<file path="config.mk">
export PLATFORM = sky130hd
export DESIGN_NAME = pump_cycle_sequencer
export DESIGN_NICKNAME = d
export VERILOG_FILES = /design/src/rtl/pcs_pkg.sv /design/src/rtl/pump_cycle_sequencer.sv
export SDC_FILE = /design/constraint.sdc
export NUM_CORES = 1
export LEC_CHECK = 0
export BUFFER_PORTS_ARGS = -buffer_cell sky130_fd_sc_hd__buf_2
export CORE_ASPECT_RATIO = 1.5
export CORE_MARGIN = 2
export CORE_UTILIZATION = 58
export CTS_CLUSTER_DIAMETER = 120
export DETAILED_ROUTE_END_ITERATION = 16
export PLACE_DENSITY = 0.87
export SYNTH_ARGS = -nofsm -noshare
export SYNTH_HDL_FRONTEND = slang
export SYNTH_SLANG_ARGS = --single-unit
</file>
<file path="constraint.sdc">
create_clock -name clock -period 12.8 [get_ports clock]
set_clock_uncertainty 0.1 [all_clocks]
set_input_delay 0.64 -clock clock [delete_from_list [all_inputs] [get_ports clock]]
set_output_delay 0.64 -clock clock [all_outputs]
set_load 0.02 [all_outputs]
</file>
<file path="src/rtl/pcs_pkg.sv">
`timescale 1ns / 1ps
// ----------------------------------------------------------------------------
// pcs_pkg
// Shared widths, register indexes and program codes for the pump cycle
// sequencer.
// ----------------------------------------------------------------------------
package pcs_pkg;

   localparam int TIME_W      = 32;
   localparam int DUR_W       = 20;
   localparam int PROG_W      = 2;
   localparam int CSR_INDEX_W = 3;
   localparam int CSR_DATA_W  = DUR_W;
   localparam int REQ_DATA_W  = 40;
   localparam int RSP_DATA_W  = 8;

   typedef enum logic [CSR_INDEX_W-1:0] {
      REG_PUMP_PROGRAM  = 3'd0,
      REG_FORCE_OFF     = 3'd1,
      REG_FORCE_ON      = 3'd2,
      REG_SPRAY_ON_TIME = 3'd3,
      REG_IDLE_TIME     = 3'd4,
      REG_SOAK_TIME     = 3'd5,
      REG_DRAIN_TIME    = 3'd6
   } csr_index_type;

   localparam logic [PROG_W-1:0] PROG_SPRAY = 2'd1;
   localparam logic [PROG_W-1:0] PROG_FLOOD = 2'd2;

   localparam logic [PROG_W-1:0] RST_PUMP_PROGRAM  = PROG_FLOOD;
   localparam logic [DUR_W-1:0]  RST_SPRAY_ON_TIME = 20'd10;
   localparam logic [DUR_W-1:0]  RST_IDLE_TIME     = 20'd600;
   localparam logic [DUR_W-1:0]  RST_SOAK_TIME     = 20'd20;
   localparam logic [DUR_W-1:0]  RST_DRAIN_TIME    = 20'd60;
   localparam logic [TIME_W-1:0] RST_DRAIN_END     = 32'd1;

endpackage

</file>
<file path="src/rtl/pump_cycle_sequencer.sv">
`timescale 1ns / 1ps
// ----------------------------------------------------------------------------
// pump_cycle_sequencer
// Drives the fill pump, boost relay and drain pump from a stream of time
// ticks and float readings, running a periodic spray or a fill-soak-drain
// program.
//
//   channel | direction | handshake             | payload
//   req     | in        | req_tvalid/req_tready | now_seconds, float_level
//   rsp     | out       | rsp_tvalid/rsp_tready | fill, boost, drain relays
//   csr     | in        | csr_valid/csr_ready   | csr_index, csr_data
//
// one item per cycle while results are taken; the result is registered and offered in the cycle after acceptance.
// the relay and timestamp registers are updated in the same edge that
// accepts an item, through combinational compare logic.
// a stalled result holds the input off; a new item is taken in the cycle
// the pending result leaves.
// synchronous reset restores the register defaults; csr writes always ready.
// ----------------------------------------------------------------------------
module pump_cycle_sequencer (
   input  logic                              clock,
   input  logic                              reset,
   input  logic                              req_tvalid,
   output logic                              req_tready,
   // [31:0] now_seconds, [32] float_level, [39:33] zero
   input  logic [pcs_pkg::REQ_DATA_W-1:0]    req_tdata,
   output logic                              rsp_tvalid,
   input  logic                              rsp_tready,
   // [0] fill_pump_on, [1] boost_on, [2] drain_pump_on, [7:3] zero
   output logic [pcs_pkg::RSP_DATA_W-1:0]    rsp_tdata,
   input  logic                              csr_valid,
   output logic                              csr_ready,
   input  logic [pcs_pkg::CSR_INDEX_W-1:0]   csr_index,
   input  logic [pcs_pkg::CSR_DATA_W-1:0]    csr_data
);
   import pcs_pkg::*;

   logic [PROG_W-1:0] pump_program_ff;
   logic              force_off_ff;
   logic              force_on_ff;
   logic [DUR_W-1:0]  spray_on_time_ff;
   logic [DUR_W-1:0]  idle_time_ff;
   logic [DUR_W-1:0]  soak_time_ff;
   logic [DUR_W-1:0]  drain_time_ff;

   logic [TIME_W-1:0] fill_start_ff, fill_start_in;
   logic [TIME_W-1:0] fill_end_ff, fill_end_in;
   logic [TIME_W-1:0] drain_start_ff, drain_start_in;
   logic [TIME_W-1:0] drain_end_ff, drain_end_in;
   logic              fill_ff, fill_in;
   logic              boost_ff, boost_in;
   logic              drain_ff, drain_in;
   logic              rsp_valid_ff, rsp_valid_in;

   logic [TIME_W-1:0] now;
   logic              float_high;
   logic              req_accept;
   logic [TIME_W-1:0] spray_lim, idle_lim, soak_lim, drain_lim;

   assign now        = req_tdata[TIME_W-1:0];
   assign float_high = req_tdata[TIME_W];
   assign req_tready = !rsp_valid_ff || rsp_tready;
   assign req_accept = req_tvalid && req_tready;
   assign csr_ready  = 1'b1;

   assign spray_lim = {{(TIME_W-DUR_W){1'b0}}, spray_on_time_ff};
   assign idle_lim  = {{(TIME_W-DUR_W){1'b0}}, idle_time_ff};
   assign soak_lim  = {{(TIME_W-DUR_W){1'b0}}, soak_time_ff};
   assign drain_lim = {{(TIME_W-DUR_W){1'b0}}, drain_time_ff};

   assign rsp_tvalid = rsp_valid_ff;
   assign rsp_tdata  = {{(RSP_DATA_W-3){1'b0}}, drain_ff, boost_ff, fill_ff};

   // relay and timestamp update for one item
   always_comb begin
      fill_start_in  = fill_start_ff;
      fill_end_in    = fill_end_ff;
      drain_start_in = drain_start_ff;
      drain_end_in   = drain_end_ff;
      fill_in        = fill_ff;
      boost_in       = boost_ff;
      drain_in       = drain_ff;
      if (force_off_ff) begin
         fill_in  = 1'b0;
         boost_in = 1'b0;
      end else if (force_on_ff) begin
         if (pump_program_ff == PROG_SPRAY) begin
            fill_in  = 1'b1;
            boost_in = 1'b1;
         end else if (pump_program_ff == PROG_FLOOD) begin
            boost_in = 1'b0;
            fill_in  = !float_high;
         end
      end else if (pump_program_ff == PROG_SPRAY) begin
         if (fill_start_ff != '0) begin
            if ((now - fill_start_ff) >= spray_lim) begin
               fill_start_in = '0;
               fill_end_in   = now;
               fill_in       = 1'b0;
               boost_in      = 1'b0;
            end
         end else if ((now - fill_end_ff) >= idle_lim) begin
            fill_end_in   = '0;
            fill_start_in = now;
            fill_in       = 1'b1;
            boost_in      = 1'b1;
         end
      end else if (pump_program_ff == PROG_FLOOD) begin
         if (fill_ff) begin
            if (!float_high) begin
               fill_in     = 1'b0;
               boost_in    = 1'b0;
               fill_end_in = now;
            end
         end else begin
            // soak over, drain over, idle over, in that order
            if (fill_end_in != '0 && (now - fill_end_in) > soak_lim) begin
               fill_end_in    = '0;
               drain_in       = 1'b1;
               drain_start_in = now;
            end
            if (drain_start_in != '0 && (now - drain_start_in) > drain_lim) begin
               drain_in       = 1'b0;
               drain_start_in = '0;
               drain_end_in   = now;
            end
            if (drain_end_in != '0 && (now - drain_end_in) > idle_lim && float_high) begin
               fill_in       = 1'b1;
               boost_in      = 1'b1;
               fill_start_in = now;
               drain_end_in  = '0;
            end
         end
      end
   end

   always_comb begin
      rsp_valid_in = rsp_valid_ff;
      if (req_accept) begin
         rsp_valid_in = 1'b1;
      end else if (rsp_tready) begin
         rsp_valid_in = 1'b0;
      end
   end

   always_ff @(posedge clock) begin
      if (reset) begin
         rsp_valid_ff   <= 1'b0;
         fill_start_ff  <= '0;
         fill_end_ff    <= '0;
         drain_start_ff <= '0;
         drain_end_ff   <= RST_DRAIN_END;
         fill_ff        <= 1'b0;
         boost_ff       <= 1'b0;
         drain_ff       <= 1'b0;
      end else begin
         rsp_valid_ff <= rsp_valid_in;
         if (req_accept) begin
            fill_start_ff  <= fill_start_in;
            fill_end_ff    <= fill_end_in;
            drain_start_ff <= drain_start_in;
            drain_end_ff   <= drain_end_in;
            fill_ff        <= fill_in;
            boost_ff       <= boost_in;
            drain_ff       <= drain_in;
         end
      end
   end

   always_ff @(posedge clock) begin
      if (reset) begin
         pump_program_ff  <= RST_PUMP_PROGRAM;
         force_off_ff     <= 1'b0;
         force_on_ff      <= 1'b0;
         spray_on_time_ff <= RST_SPRAY_ON_TIME;
         idle_time_ff     <= RST_IDLE_TIME;
         soak_time_ff     <= RST_SOAK_TIME;
         drain_time_ff    <= RST_DRAIN_TIME;
      end else if (csr_valid && csr_ready) begin
         case (csr_index_type'(csr_index))
            REG_PUMP_PROGRAM:  pump_program_ff  <= csr_data[PROG_W-1:0];
            REG_FORCE_OFF:     force_off_ff     <= csr_data[0];
            REG_FORCE_ON:      force_on_ff      <= csr_data[0];
            REG_SPRAY_ON_TIME: spray_on_time_ff <= csr_data;
            REG_IDLE_TIME:     idle_time_ff     <= csr_data;
            REG_SOAK_TIME:     soak_time_ff     <= csr_data;
            REG_DRAIN_TIME:    drain_time_ff    <= csr_data;
            default: begin
            end
         endcase
      end
   end

endmodule

</file>
==> impl_metrics.toml <==
[placed_design]
place_ws_ps = -1510
gp_congestion = 0.993
port_buffers = 65
dp_hpwl_um = 55900

[global_routing]
grt_use_total = 0.407
antenna_found_initial = 1
grt_remaining_overflow = 0
grt_pass1_vias = 21929
grt_max_degree = 98
grt_pass1_wl_um = 112000

[finish]
fillers = 2325
drive_gt1_frac = 0.242
area.growth.synth_to_final_pct = 28.9
nets = 3276

[synthesis]
synthDistinctLibCells = 88
synth_compound_gate_area_share = 0.243
synth.yosys.warnings = 0
synth-seq-area-share = 0.227
synth_most_common_cell = "nand2_1"
synthArstFlopShare = 0
synth_common_cells = "nand2_1 (329), a21oi_1 (313), ha_1 (228), dfxtp_1 (216), inv_1 (187)"
synth_edf_count = 0
synth-seq-cells = 216
mappedNetlistArea_um2 = 19100
syn_area_per_cell_um2 = 7.51
synth_top_family_by_area = "compound AO/OA/AOI/OAI gates"
synthMuxAreaShare = 0.0526
synth_top_area_frac = 0.227
ys.flop_type = "dfxtp_1"
synth-adder-area-share = 0.154
synth-simple-area-share = 0.218
synth-xor-area-share = 0.0399
synthCells = 2540
ys_top_cells_by_area = "dfxtp_1 (23%), ha_1 (15%), a21oi_1 (8.2%), nand2_1 (6.5%), mux2i_1 (5.1%)"
yosys.area.top_type = "dfxtp_1"

[clock_tree]
cts-htree-levels = 1
holdBufCountCts = 0
cts_root_buf = "clkbuf_16"
clock-sinks = 216
clock_path_buffers = 3
cts.clk_slew.worst_paths_ps = 70
cts_buffers = 23
clkLatencyLatePin_ps = 570
cts_tree = "done"

[worst_setup_path]
worstSetupEndpointType = "register"
slowest_stage = "or4_4"
critPathArrivalTime_ps = 14360
critPathKind = "reg -> reg"
crit_buf_inv = 7
max_stage_delay_ps = 510
crit_required_ps = 13170
worst-path-max-fanout = 6
crit_family = "compound AO/OA/AOI/OAI gates"
r2r_setup_slack_ps = -1190
critPathLaunchType = "register"

[power_and_ir_drop]
power.leakage_uw = 0.0105
comb_power_share = 0.679
switching_power_uw = 2020
ir_drop_uv = 121
seq_power_share = 0.162
switching_share = 0.440
power_density_nw_per_um2 = 186
p_int_uw = 2570
clockPowerShare = 0.159
total_power_uw = 4580

[timing]
hold_viol_final = 0
timing.hold.ws_ps = 233
min_period_ps = 13990
rsz0062_at_grt = "true"
relSlewSlack = 0.213
finalCritPeriodShare = 1.09
fmax_ghz = 0.0715
slew_violations = 0
setup_viol = 66
worst_slack_ps = -1190
tightest_slew_ps = 1170

[floorplanning]
ioPinCount = 79
start_util = 0.586
rows = 81
die_area_um2 = 34400
coreArea_um2 = 32500
die_w_um = 152
die_h_um = 226

[flow_run]
drv_cap = 0

[drt]
drt_pass1_iterations = 7
routed_wl_um = 76200
drt-initial-drc-count = 2450
post_drt_wl_per_cell_um = 22.3
ant_nets = 0
route.detailed.drc = 0
viasPerCell = 6.51
via_count = 22212

[min_path]
hold_class = "in -> reg"

[outcome]
violations = "setup timing"
status = "complete, but fails checks"
flip-flops by register name, indices dropped and copies added (netlist names), 2 cells and up:
| name | count |
|---|---|
| fill_end_ff | 32 |
| idle_time_ff | 20 |
| drain_end_ff | 32 |
| fill_start_ff | 32 |
| soak_time_ff | 20 |
| pump_program_ff | 2 |
| spray_on_time_ff | 20 |
| drain_time_ff | 20 |
| drain_start_ff | 32 |
stage by stage:
step / TNS (ps) / utilization / instance area [um^2] / std cells
2_1_floorplan: -13.6 / - / 19300 / 2544
3_3_place_gp: -63540 / 0.703 / 22900 / 3324
3_5_place_dp: -93640 / 0.703 / 22900 / 3324
4_1_cts: -41280 / 0.737 / 24000 / 3383
5_1_grt: -113670 / 0.756 / 24600 / 3408
6_report: -69640 / 0.756 / 24600 / 3411
cell type report:
| class | instances | area, um^2 | area share |
|---|---|---|---|
| Clock inverter | 16 | 206 | 0.00839 |
| Antenna cell | 3 | 7.51 | 0.000305 |
| Inverter | 187 | 706 | 0.0287 |
| Clock buffer | 26 | 597 | 0.0243 |
| Timing Repair Buffer | 532 | 4020 | 0.163 |
| Multi-Input combinational cell | 2016 | 14200 | 0.578 |
| Tap cell | 415 | 519 | 0.0211 |
| Sequential cell | 216 | 4330 | 0.176 |
timing repair:
item,4_1_cts,5_1_grt
setup buffers,16,20
pin swaps,40,50
gates cloned,1,5
setup endpoints to repair,66,66
gates resized for setup,39,81
worst paths after layout:
path,startpoint,to,cells after the start
worst max register to register,fill_end_ff[0],drain_end_ff[13],64
worst min register to register,spray_on_time_ff[19],spray_on_time_ff[19],2
worst min-delay path,req_tvalid,rsp_tvalid,3
worst max-delay path,fill_end_ff[0],drain_end_ff[13],64
power groups by stage:
stage / clock network [uW] / registers [uW] / logic (uW)
after global placement: 0 / 752 / 2710
after global routing: 751 / 747 / 3320
after CTS: 725 / 740 / 2880
after floorplan: 0 / 744 / 1700
final: 728 / 744 / 3110
after detailed placement: 0 / 755 / 2790
worst register-to-register path, delay by kind of cell (launching register included):
kind	cells	cell delay, ps
compound gates	30	5300
buf+inv	7	1010
flops	1	390
xor+xnor	3	520
simple gates	15	3840
mux	2	580
fa+ha+maj	7	2200
cell usage in the layout, fill, tap and decap left out, types with 10 or more instances in the layout:
cell | netlist | routed
buf_4 | 13 | 447
nand2_1 | 329 | 328
a21oi_1 | 313 | 291
ha_1 | 228 | 213
dfxtp_1 | 216 | 210
inv_1 | 187 | 179
nor2_1 | 163 | 161
mux2i_1 | 98 | 78
o21ai_0 | 93 | 76
buf_2 | 6 | 64
nor3_1 | 66 | 63
a21o_1 | 56 | 56
nor4_1 | 51 | 49
xnor2_1 | 51 | 49
nand4_1 | 44 | 44
nand2b_1 | 46 | 44
nand3_1 | 43 | 42
xor2_1 | 36 | 36
o211ai_1 | 35 | 35
or3_1 | 39 | 35
a41oi_1 | 31 | 31
clkbuf_16 | 0 | 27
a21oi_2 | 0 | 20
o21a_1 | 19 | 19
a211oi_1 | 26 | 19
and3_1 | 17 | 17
o21bai_1 | 18 | 17
mux2i_2 | 0 | 12
buf_6 | 3 | 12
o21ai_1 | 2 | 11
and2_1 | 11 | 11
nor2b_1 | 13 | 11
a211o_1 | 10 | 10
logic make-up (layout without fill, tap and decap cells):
family | Yosys count | count (layout)
AO/OA/AOI/OAI | 721 | 721
XOR/XNOR | 87 | 87
adder cells (fa/ha/maj) | 232 | 232
buffers and inverters | 312 | 761
flip-flops | 216 | 216
multiplexers | 100 | 100
other | 2 | 9
AND/OR/NAND/NOR | 870 | 870
routing by layer:
layer | GRT usage | vias to the layer above | wire length, um
li1 | - | 10052 | -
met1 | 0.420 | 10348 | 25000
met2 | 0.709 | 1318 | 35800
met3 | 0.0612 | 494 | 6920
met4 | 0.371 | 0 | 8440
met5 | 0 | - | 0
Power figures use the tool's default switching activity.
